<file path="src/tbrl_pkg.sv">
// Types, constants and the microcode table of the token bucket rate limiter.
package tbrl_pkg;

   // Field widths.
   localparam int unsigned INTERVAL_W = 40;
   localparam int unsigned CAPACITY_W = 16;
   localparam int unsigned PERMITS_W  = 16;
   localparam int unsigned TIMEOUT_W  = 16;
   localparam int unsigned TIME_W     = 64;
   localparam int unsigned STORED_W   = 32;
   localparam int unsigned CSR_DATA_W = 40;
   localparam int unsigned CSR_INDEX_W = 2;

   // Derived widths of internal values.
   localparam int unsigned TMO_US_W   = 26;  // 16-bit ms times 1000
   localparam int unsigned DIV_CNT_W  = 6;   // counts the radix-4 divide steps
   localparam int unsigned PROD_W     = 56;  // 32 x 24 product
   localparam int unsigned BORROW_W   = 49;  // 48-bit product plus a 32-bit term
   localparam int unsigned STEP_W     = 4;

   // Constants.
   localparam logic [9:0] USEC_PER_MS = 10'd1000;
   localparam logic [DIV_CNT_W-1:0] DIV_LAST_COUNT = 6'd43;  // 44 steps, 88 bits

   // Register reset values.
   localparam logic [INTERVAL_W-1:0] INTERVAL_RESET = 40'd256000000;
   localparam logic [CAPACITY_W-1:0] CAPACITY_RESET = 16'd1;
   localparam logic [INTERVAL_W-1:0] INTERVAL_MIN   = 40'd1;

   // Register indexes on the csr port.
   localparam logic [CSR_INDEX_W-1:0] CSR_INTERVAL = 2'd0;
   localparam logic [CSR_INDEX_W-1:0] CSR_CAPACITY = 2'd1;

   // Request operations.
   localparam logic OP_ACQUIRE     = 1'b0;
   localparam logic OP_TRY_ACQUIRE = 1'b1;

   // Datapath operations selected by a control word.
   typedef enum logic [3:0] {
      UOP_CAPTURE,
      UOP_TRY,
      UOP_REFILL_INIT,
      UOP_DIV,
      UOP_CAP,
      UOP_SPEND,
      UOP_MUL_LO,
      UOP_MUL_HI,
      UOP_ADD_BORROW,
      UOP_COMMIT,
      UOP_OUTPUT
   } uop_type;

   // Jump conditions of a control word.
   typedef enum logic [2:0] {
      COND_NONE,
      COND_ACCEPT,
      COND_REFUSE,
      COND_NO_ELAPSED,
      COND_DIV_DONE,
      COND_OUT_FREE
   } cond_type;

   typedef logic [STEP_W-1:0] step_type;

   // One control word: operation, jump condition and target, and whether the
   // step repeats while its condition is false.
   typedef struct packed {
      uop_type  op;
      cond_type cond;
      logic     hold;
      step_type target;
   } ucode_type;

   // Program step addresses.
   localparam step_type STEP_IDLE        = 4'd0;
   localparam step_type STEP_TRY         = 4'd1;
   localparam step_type STEP_REFILL_INIT = 4'd2;
   localparam step_type STEP_DIV         = 4'd3;
   localparam step_type STEP_CAP         = 4'd4;
   localparam step_type STEP_SPEND       = 4'd5;
   localparam step_type STEP_MUL_LO      = 4'd6;
   localparam step_type STEP_MUL_HI      = 4'd7;
   localparam step_type STEP_ADD_BORROW  = 4'd8;
   localparam step_type STEP_COMMIT      = 4'd9;
   localparam step_type STEP_OUT         = 4'd10;

   // The microprogram: one read-only control word per step.
   function automatic ucode_type ucode_fetch(input step_type step);
      ucode_type w;
      begin
         case (step)
            STEP_IDLE:        w = '{UOP_CAPTURE,     COND_ACCEPT,     1'b1, STEP_TRY};
            STEP_TRY:         w = '{UOP_TRY,         COND_REFUSE,     1'b0, STEP_OUT};
            STEP_REFILL_INIT: w = '{UOP_REFILL_INIT, COND_NO_ELAPSED, 1'b0, STEP_SPEND};
            STEP_DIV:         w = '{UOP_DIV,         COND_DIV_DONE,   1'b1, STEP_CAP};
            STEP_CAP:         w = '{UOP_CAP,         COND_NONE,       1'b0, STEP_IDLE};
            STEP_SPEND:       w = '{UOP_SPEND,       COND_NONE,       1'b0, STEP_IDLE};
            STEP_MUL_LO:      w = '{UOP_MUL_LO,      COND_NONE,       1'b0, STEP_IDLE};
            STEP_MUL_HI:      w = '{UOP_MUL_HI,      COND_NONE,       1'b0, STEP_IDLE};
            STEP_ADD_BORROW:  w = '{UOP_ADD_BORROW,  COND_NONE,       1'b0, STEP_IDLE};
            STEP_COMMIT:      w = '{UOP_COMMIT,      COND_NONE,       1'b0, STEP_IDLE};
            STEP_OUT:         w = '{UOP_OUTPUT,      COND_OUT_FREE,   1'b1, STEP_IDLE};
            default:          w = '{UOP_OUTPUT,      COND_NONE,       1'b0, STEP_IDLE};
         endcase
         return w;
      end
   endfunction

endpackage

</file>
<file path="src/token_bucket_rate_limiter.sv">
// Token bucket rate limiter with borrowing, run by a microcoded sequencer.
//
// Requests come in as words on the req_ channel (valid/stall): a mode, a
// timestamp in microseconds, a permit count and a timeout in milliseconds.
// Each request gives exactly one result word on the rsp_ channel: a grant
// flag and the wait in microseconds. Elapsed time is turned into permits by
// a radix-4 restoring divider, and the borrow time by two passes through one
// 32 x 24 multiplier. A request that refills runs the try, refill, divide,
// cap, spend, two multiply, add and commit steps before its output step loads
// the result register; one that does not refill skips the divide and cap
// steps, and one refused in try mode goes from the try step straight to the
// output step. The sequencer is back at its idle step in the same cycle that
// the result register is loaded. The block accepts the next request once the
// sequencer returns to its idle step, even while the previous result still
// waits in the output register; a stalled result holds the sequencer at its
// output step until the receiver takes it. The csr_ port writes the interval
// (index 0) and the capacity (index 1); writing the capacity fills the bucket.
// Writes are to be made while idle; the block itself does not enforce this.
// Synchronous reset sets one permit per second, a capacity of one stored
// permit, a full bucket and a next free time of zero.
module token_bucket_rate_limiter
   import tbrl_pkg::*;
(
   input  logic                   clock,
   input  logic                   reset,
   // Request channel.
   input  logic                   req_valid,
   output logic                   req_stall,
   input  logic                   req_operation,
   input  logic [TIME_W-1:0]      req_now_us,
   input  logic [PERMITS_W-1:0]   req_requested_permits,
   input  logic [TIMEOUT_W-1:0]   req_timeout_ms,
   // Result channel.
   output logic                   rsp_valid,
   input  logic                   rsp_stall,
   output logic                   rsp_granted,
   output logic [TIME_W-1:0]      rsp_wait_us,
   // Configuration port.
   input  logic                   csr_write_enable,
   input  logic [CSR_INDEX_W-1:0] csr_index,
   input  logic [CSR_DATA_W-1:0]  csr_write_data
);

   // Configuration and bucket state.
   logic [INTERVAL_W-1:0] interval_ff, interval_in;
   logic [CAPACITY_W-1:0] capacity_ff, capacity_in;
   logic [STORED_W-1:0]   stored_ff, stored_in;
   logic [TIME_W-1:0]     next_free_ff, next_free_in;

   // Sequencer.
   step_type  step_ff, step_in;
   ucode_type uword;
   logic      cond_true;

   // Captured request.
   logic                  op_ff, op_in;
   logic [TIME_W-1:0]     now_ff, now_in;
   logic [PERMITS_W-1:0]  permits_ff, permits_in;
   logic [TMO_US_W-1:0]   tmo_us_ff, tmo_us_in;

   // Divider.
   logic [TIME_W-1:0]     dvd_ff, dvd_in;
   logic [INTERVAL_W-1:0] rem_ff, rem_in;
   logic [STORED_W-1:0]   quo_ff, quo_in;
   logic                  sat_ff, sat_in;
   logic [DIV_CNT_W-1:0]  count_ff, count_in;

   // Borrow arithmetic.
   logic [STORED_W-1:0]   short_ff, short_in;
   logic [PROD_W-1:0]     prod_ff, prod_in;
   logic [BORROW_W-1:0]   borrow_ff, borrow_in;

   // Result staging and output register.
   logic                  res_granted_ff, res_granted_in;
   logic [TIME_W-1:0]     res_wait_ff, res_wait_in;
   logic                  rsp_valid_ff, rsp_valid_in;
   logic                  rsp_granted_ff, rsp_granted_in;
   logic [TIME_W-1:0]     rsp_wait_ff, rsp_wait_in;

   // Datapath intermediate values.
   logic                  req_accept;
   logic                  out_free;
   logic [TIME_W:0]       lim_sum;
   logic [TIME_W-1:0]     limit;
   logic                  refuse;
   logic                  no_elapsed;
   logic [INTERVAL_W:0]   div_r1, div_r2;
   logic [INTERVAL_W-1:0] div_p1, div_p2;
   logic                  div_q1, div_q2;
   logic [STORED_W-1:0]   refill;
   logic [STORED_W:0]     cap_sum;
   logic [STORED_W-1:0]   cap_q;
   logic [STORED_W-1:0]   want;
   logic [STORED_W-1:0]   spend;
   logic [23:0]           mul_b;
   logic [PROD_W-1:0]     mul_p;
   logic [TIME_W:0]       commit_sum;

   // Handshake status.
   assign req_stall  = (step_ff != STEP_IDLE);
   assign req_accept = req_valid && !req_stall;
   assign out_free   = !rsp_valid_ff || !rsp_stall;

   assign rsp_valid   = rsp_valid_ff;
   assign rsp_granted = rsp_granted_ff;
   assign rsp_wait_us = rsp_wait_ff;

   // Try mode limit: the timestamp plus the timeout, saturating.
   always_comb begin
      lim_sum = {1'b0, now_ff} + (TIME_W + 1)'(tmo_us_ff);
      limit   = lim_sum[TIME_W] ? '1 : lim_sum[TIME_W-1:0];
      refuse  = (op_ff == OP_TRY_ACQUIRE) && (next_free_ff > limit);
      no_elapsed = !(now_ff > next_free_ff);
   end

   // Two restoring divide steps per cycle over the elapsed time shifted by 24.
   always_comb begin
      div_r1 = {rem_ff, dvd_ff[TIME_W-1]};
      div_q1 = (div_r1 >= {1'b0, interval_ff});
      div_p1 = div_q1 ? INTERVAL_W'(div_r1 - {1'b0, interval_ff}) : div_r1[INTERVAL_W-1:0];
      div_r2 = {div_p1, dvd_ff[TIME_W-2]};
      div_q2 = (div_r2 >= {1'b0, interval_ff});
      div_p2 = div_q2 ? INTERVAL_W'(div_r2 - {1'b0, interval_ff}) : div_r2[INTERVAL_W-1:0];
      refill = sat_ff ? '1 : quo_ff;
   end

   // Refill cap, spend and the shared multiplier.
   always_comb begin
      cap_sum = {1'b0, stored_ff} + {1'b0, refill};
      cap_q   = {capacity_ff, 16'h0000};
      want    = {permits_ff, 16'h0000};
      spend   = (want < stored_ff) ? want : stored_ff;
      mul_b   = (uword.op == UOP_MUL_HI) ? {8'h00, interval_ff[INTERVAL_W-1:24]}
                                          : interval_ff[23:0];
      mul_p   = PROD_W'(short_ff) * PROD_W'(mul_b);
      commit_sum = {1'b0, next_free_ff} + (TIME_W + 1)'(borrow_ff);
   end

   // Microcode fetch and step sequencing.
   always_comb begin
      uword = ucode_fetch(step_ff);
      case (uword.cond)
         COND_ACCEPT:     cond_true = req_accept;
         COND_REFUSE:     cond_true = refuse;
         COND_NO_ELAPSED: cond_true = no_elapsed;
         COND_DIV_DONE:   cond_true = (count_ff == '0);
         COND_OUT_FREE:   cond_true = out_free;
         default:         cond_true = 1'b0;
      endcase
      if (cond_true) begin
         step_in = uword.target;
      end else if (uword.hold) begin
         step_in = step_ff;
      end else begin
         step_in = step_ff + 1'b1;
      end
   end

   // Datapath: the control word's operation updates its registers.
   always_comb begin
      interval_in    = interval_ff;
      capacity_in    = capacity_ff;
      stored_in      = stored_ff;
      next_free_in   = next_free_ff;
      op_in          = op_ff;
      now_in         = now_ff;
      permits_in     = permits_ff;
      tmo_us_in      = tmo_us_ff;
      dvd_in         = dvd_ff;
      rem_in         = rem_ff;
      quo_in         = quo_ff;
      sat_in         = sat_ff;
      count_in       = count_ff;
      short_in       = short_ff;
      prod_in        = prod_ff;
      borrow_in      = borrow_ff;
      res_granted_in = res_granted_ff;
      res_wait_in    = res_wait_ff;
      rsp_granted_in = rsp_granted_ff;
      rsp_wait_in    = rsp_wait_ff;
      rsp_valid_in   = rsp_valid_ff && rsp_stall;

      case (uword.op)
         UOP_CAPTURE: begin
            if (req_accept) begin
               op_in      = req_operation;
               now_in     = req_now_us;
               permits_in = req_requested_permits;
               tmo_us_in  = TMO_US_W'(req_timeout_ms) * TMO_US_W'(USEC_PER_MS);
            end
         end
         UOP_TRY: begin
            // A refused request leaves these values in place.
            res_granted_in = 1'b0;
            res_wait_in    = '0;
         end
         UOP_REFILL_INIT: begin
            dvd_in   = now_ff - next_free_ff;
            rem_in   = '0;
            quo_in   = '0;
            sat_in   = 1'b0;
            count_in = DIV_LAST_COUNT;
         end
         UOP_DIV: begin
            dvd_in = {dvd_ff[TIME_W-3:0], 2'b00};
            rem_in = div_p2;
            quo_in = {quo_ff[STORED_W-3:0], div_q1, div_q2};
            sat_in = sat_ff || quo_ff[STORED_W-1] || quo_ff[STORED_W-2];
            if (count_ff != '0) begin
               count_in = count_ff - 1'b1;
            end
         end
         UOP_CAP: begin
            stored_in    = (cap_sum < {1'b0, cap_q}) ? cap_sum[STORED_W-1:0] : cap_q;
            next_free_in = now_ff;
         end
         UOP_SPEND: begin
            res_granted_in = 1'b1;
            res_wait_in    = next_free_ff - now_ff;
            short_in       = want - spend;
            stored_in      = stored_ff - spend;
         end
         UOP_MUL_LO: begin
            prod_in = mul_p;
         end
         UOP_MUL_HI: begin
            borrow_in = BORROW_W'(prod_ff[PROD_W-1:24]);
            prod_in   = mul_p;
         end
         UOP_ADD_BORROW: begin
            borrow_in = BORROW_W'(prod_ff[47:0]) + borrow_ff;
         end
         UOP_COMMIT: begin
            next_free_in = commit_sum[TIME_W] ? '1 : commit_sum[TIME_W-1:0];
         end
         UOP_OUTPUT: begin
            if (out_free) begin
               rsp_valid_in   = 1'b1;
               rsp_granted_in = res_granted_ff;
               rsp_wait_in    = res_wait_ff;
            end
         end
         default: begin
         end
      endcase

      // Register writes; a zero interval is stored as the minimum.
      if (csr_write_enable) begin
         case (csr_index)
            CSR_INTERVAL: begin
               interval_in = (csr_write_data == '0) ? INTERVAL_MIN : csr_write_data;
            end
            CSR_CAPACITY: begin
               capacity_in = csr_write_data[CAPACITY_W-1:0];
               stored_in   = {csr_write_data[CAPACITY_W-1:0], 16'h0000};
            end
            default: begin
            end
         endcase
      end
   end

   // Control and bucket state, set to their reset values by reset.
   always_ff @(posedge clock) begin
      if (reset) begin
         step_ff      <= STEP_IDLE;
         rsp_valid_ff <= 1'b0;
         interval_ff  <= INTERVAL_RESET;
         capacity_ff  <= CAPACITY_RESET;
         stored_ff    <= {CAPACITY_RESET, 16'h0000};
         next_free_ff <= '0;
      end else begin
         step_ff      <= step_in;
         rsp_valid_ff <= rsp_valid_in;
         interval_ff  <= interval_in;
         capacity_ff  <= capacity_in;
         stored_ff    <= stored_in;
         next_free_ff <= next_free_in;
      end
   end

   // Payload and working registers.
   always_ff @(posedge clock) begin
      op_ff          <= op_in;
      now_ff         <= now_in;
      permits_ff     <= permits_in;
      tmo_us_ff      <= tmo_us_in;
      dvd_ff         <= dvd_in;
      rem_ff         <= rem_in;
      quo_ff         <= quo_in;
      sat_ff         <= sat_in;
      count_ff       <= count_in;
      short_ff       <= short_in;
      prod_ff        <= prod_in;
      borrow_ff      <= borrow_in;
      res_granted_ff <= res_granted_in;
      res_wait_ff    <= res_wait_in;
      rsp_granted_ff <= rsp_granted_in;
      rsp_wait_ff    <= rsp_wait_in;
   end

endmodule
</file>
<file path="config.mk">
export PLATFORM = sky130hd
export DESIGN_NAME = token_bucket_rate_limiter
export DESIGN_NICKNAME = d
export VERILOG_FILES = /design/src/tbrl_pkg.sv /design/src/token_bucket_rate_limiter.sv
export SDC_FILE = /design/constraint.sdc
export NUM_CORES = 2
export LEC_CHECK = 0
export ABC_AREA = 1
export BUFFER_PORTS_ARGS = -buffer_cell sky130_fd_sc_hd__buf_2
export CAP_MARGIN = 10
export CORE_ASPECT_RATIO = 1.75
export CORE_UTILIZATION = 64
export DETAILED_ROUTE_END_ITERATION = 7
export PLACE_DENSITY_LB_ADDON = 0.2
export SKIP_CTS_REPAIR_TIMING = 1
export SLEW_MARGIN = 20
export SYNTH_ARGS = -nofsm -noshare
export SYNTH_HDL_FRONTEND = slang
export SYNTH_SLANG_ARGS = --single-unit
export TNS_END_PERCENT = 5
</file>
<file path="constraint.sdc">
create_clock -name clock -period 11.7 [get_ports clock]
set_clock_uncertainty 0.15 [all_clocks]
set_input_delay 2.34 -clock clock [delete_from_list [all_inputs] [get_ports clock]]
set_output_delay 2.34 -clock clock [all_outputs]
set_load 0.02 [all_outputs]
</file>
==> metrics.md, run 1 <==
| Metric | Value |
|---|---|
| First-pass GRT wire length | 595000 µm |
| Final RePlAce weighted congestion | 1.16 |
| Placed Cells | ~13000 |
| Last stage reached | global routing (5_1_grt) |
| Tot GR Track Use | about three fifths |
| Run Error | [ERROR GRT-0116] Global routing finished with congestion. Check the congestion regions in the DRC Viewer. |
| Post-Syn Area per Cell | 7.52 µm² |
| Starting Density | 64.4% |
| Ys async rst share | 0% |
| Std-Cell Rows | 174 |
| Area leader, netlist | edfxtp_1 |
| Total gr overflow | roughly 510 |
| Status | did not finish |
| Synth top cells by count | 2220 x nand2_1, 1925 x inv_1, 1260 x nor2_1, 819 x a21oi_1, 728 x ha_1 |
| Count leader, synth | nand2_1 |
| Top cell type's share of synthesized area | 18.7% |
| Sequential share of the synthesized area | between 20% and 30% |
| CTS buffer count | just over 70 |
| Htree depth | 3 |
| I/O Pins | 211 |
| Unique cell type count in the Yosys netlist | slightly above 70 |
| Post-synth EDFFs | 514 |
| Chip width | ~270 µm |
| Synth area leaders | edfxtp_1 19%, fa_1 17%, ha_1 11% |
| Die Y | 477 µm |
| Port Buffers | 210 |
| Vias in the first global route | 91300 |
| Ys Warns | 0 |
| Most used DFF post-synth | edfxtp_1 |
| Largest net degree at the start of global routing | 80 |
| Root Buffer | clkbuf_16 |
| Hpwl dp | 294000 µm |
| Clock buffer depth | 3 |
| Post-synthesis register bit count | 682 |
| Clock Sinks | 682 |
| Synth Cell Area | about 83000 µm² |
| Cells after Synth | 11000 |
| Mapped Nets | between 10000 and 15000 |
[kinds of logic after synthesis]
| family | count (synthesis) | share of synthesized area [%] |
|---|---|---|
| AO/OA/AOI/OAI | 2081 | 14.1 |
| XOR/XNOR | 349 | 3.70 |
| other | 1 | 0.00454 |
| AND/OR/NAND/NOR | 4164 | 20.6 |
| adder cells (fa/ha/maj) | 1448 | 28.5 |
| buffers and inverters | 2256 | 10.4 |
| flip-flops | 682 | 22.8 |
[through the flow]
stage / util [%] / setup WS, ns / cell area [µm²]
CTS: 68.3 / 1.27 / 87600
detailed placement: 66.5 / 1.26 / 85300
global placement: 66.5 / 0.983 / 85300
floorplan: - / 1.37 / 82600
[per-layer routing]
metal | overflow | global-route usage [%]
met4 | 189 | 79.7
met2 | 314 | 92.9
met3 | 5 | 28.3
met5 | 0 | 1.69
met1 | 4 | 54.2
==> inputs of run 2 (changes only) <==
- CORE_ASPECT_RATIO: 1.75 -> not set
- CORE_UTILIZATION: 64 -> 40
- PLACE_DENSITY_LB_ADDON: 0.2 -> 0.15
==> run 2 against run 1 <==
Compared with the run above: the run now ends clean; synthesized area unchanged; synthesized cell count unchanged.
==> metrics.md, run 2 <==
| Metric | Value |
|---|---|
| Share of layout cells above drive strength 1 | 5.41% |
| Hold Violations, Final | 0 |
| Count leader, synth | nand2_1 |
| Mapped Nets | 12600 (unchanged) |
| P_int | 0.0104 W |
| Status | finished, final reports clean |
| Die Y | 456 µm (-4.4%) |
| Main combinational cell family by area after synthesis | adder cells |
| Clk pwr share | between 10% and 20% |
| CP Capture Type | flop |
| Worst EP arrival | 10.55 ns |
| Switching Fraction | 54.2% |
| Critical path launch point type | flop |
| Number of antenna diodes | 0 |
| Synth area leaders | edfxtp_1 19%, fa_1 17%, ha_1 11% |
| Clock Sinks | 682 (unchanged) |
| Clock buffer depth | 3 (unchanged) |
| Worst r2r src | uword[8]$_DFF_P_ |
| Sequential share of the synthesized area | 22.8% (unchanged) |
| Final RePlAce weighted congestion | 1.01 (-13%) |
| Area leader, netlist | edfxtp_1 |
| CTS buffer count | 86 (+21%) |
| Mux contribution to synthesized area | 0% (unchanged) |
| Max-Cap Viols | 0 |
| Starting Density | 40.3% (-24 points) |
| Min-delay src | res_wait_ff[15]$_SDFFCE_PN0P_ |
| # DRC | 0 |
| Post-synthesis adder-cell area fraction | 28.5% (unchanged) |
| Post-synth EDFFs | 514 (unchanged) |
| Synth Cell Area | 82600 µm² (unchanged) |
| Filler cells | 21100 |
| Hpwl dp | 269000 µm (-8.3%) |
| Relative slew slack | 22.6% |
| Vias in the first global route | 75400 |
| Tot GR Track Use | 30.4% |
| Worst hold margin | 0.267 ns |
| Seq pwr share | 17.7% |
| Worst Hold Class | reg2reg |
| Port Buffers | 210 (unchanged) |
| Synth top cells by count | 2220 x nand2_1, 1925 x inv_1, 1260 x nor2_1, 819 x a21oi_1, 728 x ha_1 |
| Cell Pwr Density | 255 nW/µm² |
| Vias/cell | roughly 5.4 |
| Tmin final | 10.22 ns |
| Final instance area | between 80000 and 90000 µm² |
| VDD IR max | 0.288 mV |
| Final ANT Viol Nets | 0 |
| Chip width | 456 µm (+67%) |
| Worst slew pin tran | 1.15 ns |
| Final setup fails | 0 |
| Critical Path RT | 12.03 ns |
| CP startpoint | uword[8]$_DFF_P_ |
| Simple-gate area share of the yosys netlist | 20.6% (unchanged) |
| Final Max Slew Viols | 0 |
| RSZ-0062 raised after global routing | false |
| Root Buffer | clkbuf_16 |
| Setup TNS | 0 ns |
| Worst-Skew Late Latency | 0.78 ns |
| Ys Warns | 0 (unchanged) |
| Htree depth | 3 (unchanged) |
| Iter 0 DRT Violations | 5881 |
| Synth Area in Compound Gates | 14.1% (unchanged) |
| Most frequent cells in the layout | 2218 x nand2_1, 1921 x inv_1, 1249 x nor2_1 |
| Total gr overflow | 0 |
| Xor/xnor cell area share of the yosys netlist | 3.70% (unchanged) |
| Placed inst area | 86600 µm² (+1.5%) |
| Largest net degree at the start of global routing | 125 |
| Vias | 75200 |
| Die footprint | roughly 210000 µm² |
| Leakage | 41.9 nW |
| First-pass GRT wire length | around 480000 µm |
| Clk slew on worst S/H paths | 0.06 ns |
| Ys async rst share | 0% (unchanged) |
| Top cell type's share of synthesized area | 18.7% (unchanged) |
| Post-synthesis register bit count | 682 (unchanged) |
| Commonest non-fill, non-tap cell in the layout | nand2_1 |
| Std-Cell Rows | 166 (-4.6%) |
| WS Path Type | reg2reg |
| Comb pwr share | a little over two thirds |
| Fmax | between 90 and 100 MHz |
| Post-Syn Area per Cell | 7.52 µm² (unchanged) |
| # nets final | 12700 |
| Area grow syn2layout | 8.43% |
| Critical-path maximum fanout | 30 |
| CTS tree | done |
| Initial antenna violation count | 3 |
| Initial DRT Pass Iterations | 7 |
| Final Util | 43.7% |
| Switching pwr | 0.0124 W |
| Unique cell type count in the Yosys netlist | 72 (unchanged) |
| Total Wirelength | 322000 µm |
| Fin crit share | 87.4% |
| I/O Pins | 211 (unchanged) |
| Most used DFF post-synth | edfxtp_1 |
| Avg WL per Cell | 23.3 µm |
| Cells after Synth | 11000 (unchanged) |
| Core box area | ~200000 µm² |
==> run 2: cell counts after synthesis <==
No cell type changed its count.
==> run 2: logic make-up (layout without fill, tap and decap cells) <==
logic type      count (synthesis)  in the layout
simple gates                 4164           4164
buf+inv                      2256           2430
compound gates               2081           2081
fa+ha+maj                    1448           1448
flops                         682            682
xor+xnor                      349            349
other cells                     1              1
==> run 2: path summary, 6_finish.rpt <==
| kind | endpoint | cells past startpoint | slack, ns |
|---|---|---|---|
| worst max-delay path | prod_ff[43]$_DFFE_PP_ | 27 | 1.48 |
| worst min-delay path | rsp_wait_us[15]$_DFFE_PP_ | 0 | 0.27 |
| worst max register to register | prod_ff[43]$_DFFE_PP_ | 27 | 1.48 |
| worst min register to register | rsp_wait_us[15]$_DFFE_PP_ | 0 | 0.27 |
==> run 2: cell type report <==
class / count / area (µm²) / area share, %
inverter: 1970 / 7390 / 8.26
sequential: 682 / 18800 / 21.0
clock inverter: 47 / 581 / 0.648
clock buffer: 111 / 2360 / 2.64
timing repair buffer: 302 / 1760 / 1.96
multi-input combinational: 8043 / 55300 / 61.7
tap: 2688 / 3360 / 3.76
==> run 2: critical path: stages (launching register included) <==
cell and delay, ns:
dfxtp_1 0.56, nand2_1 0.22, nor2_4 0.36, clkinv_1 0.67, o21ai_0 0.61, clkinv_1 0.98, nand2_1 0.34, fa_1 0.46
inv_1 0.09, fa_1 0.44, fa_1 0.51, inv_1 0.05, fa_1 0.49, inv_1 0.05, fa_1 0.47, fa_1 0.55
inv_1 0.06, fa_1 0.54, inv_1 0.05, ha_1 0.47, nand2_1 0.15, nor2_1 0.15, nand2_1 0.15, nor4_1 0.51
a21oi_1 0.25, o21ai_0 0.32, a21oi_1 0.13, xnor2_1 0.14
==> run 2: through the flow <==
| stage | total power, W | cells | setup slack, ns |
|---|---|---|---|
| detailed placement | 0.0198 | 13700 | 1.83 |
| global route | 0.0248 | 13800 | 0.951 |
| CTS | 0.0227 | 13800 | 1.79 |
| floorplan | 0.0147 | 11000 | 1.37 |
| global placement | 0.0197 | 13700 | 1.93 |
| finish | 0.0228 | 13800 | 1.48 |
==> run 2: power groups by stage <==
stage,Combinational (W),Sequential (W),Clock (W)
2_1_floorplan,0.0109,0.00384,0
3_3_place_gp,0.0157,0.00407,0
3_5_place_dp,0.0157,0.00407,0
4_1_cts,0.0158,0.00403,0.00289
5_1_grt,0.0178,0.00405,0.00296
6_report,0.0160,0.00403,0.00281
==> run 2: metal layers <==
layer / share of wire, % / wire (µm) / global-route usage (%) / up-vias
met4: 6.7 / 21600 / 17.5 / 2
met5: 0.0062 / 20 / 0 / -
li1: - / - / - / 35500
met2: 47 / 152000 / 51.2 / 2682
met1: 41 / 132000 / 37.7 / 36300
met3: 5.4 / 17400 / 3.56 / 656
Power figures use the tool's default switching activity.
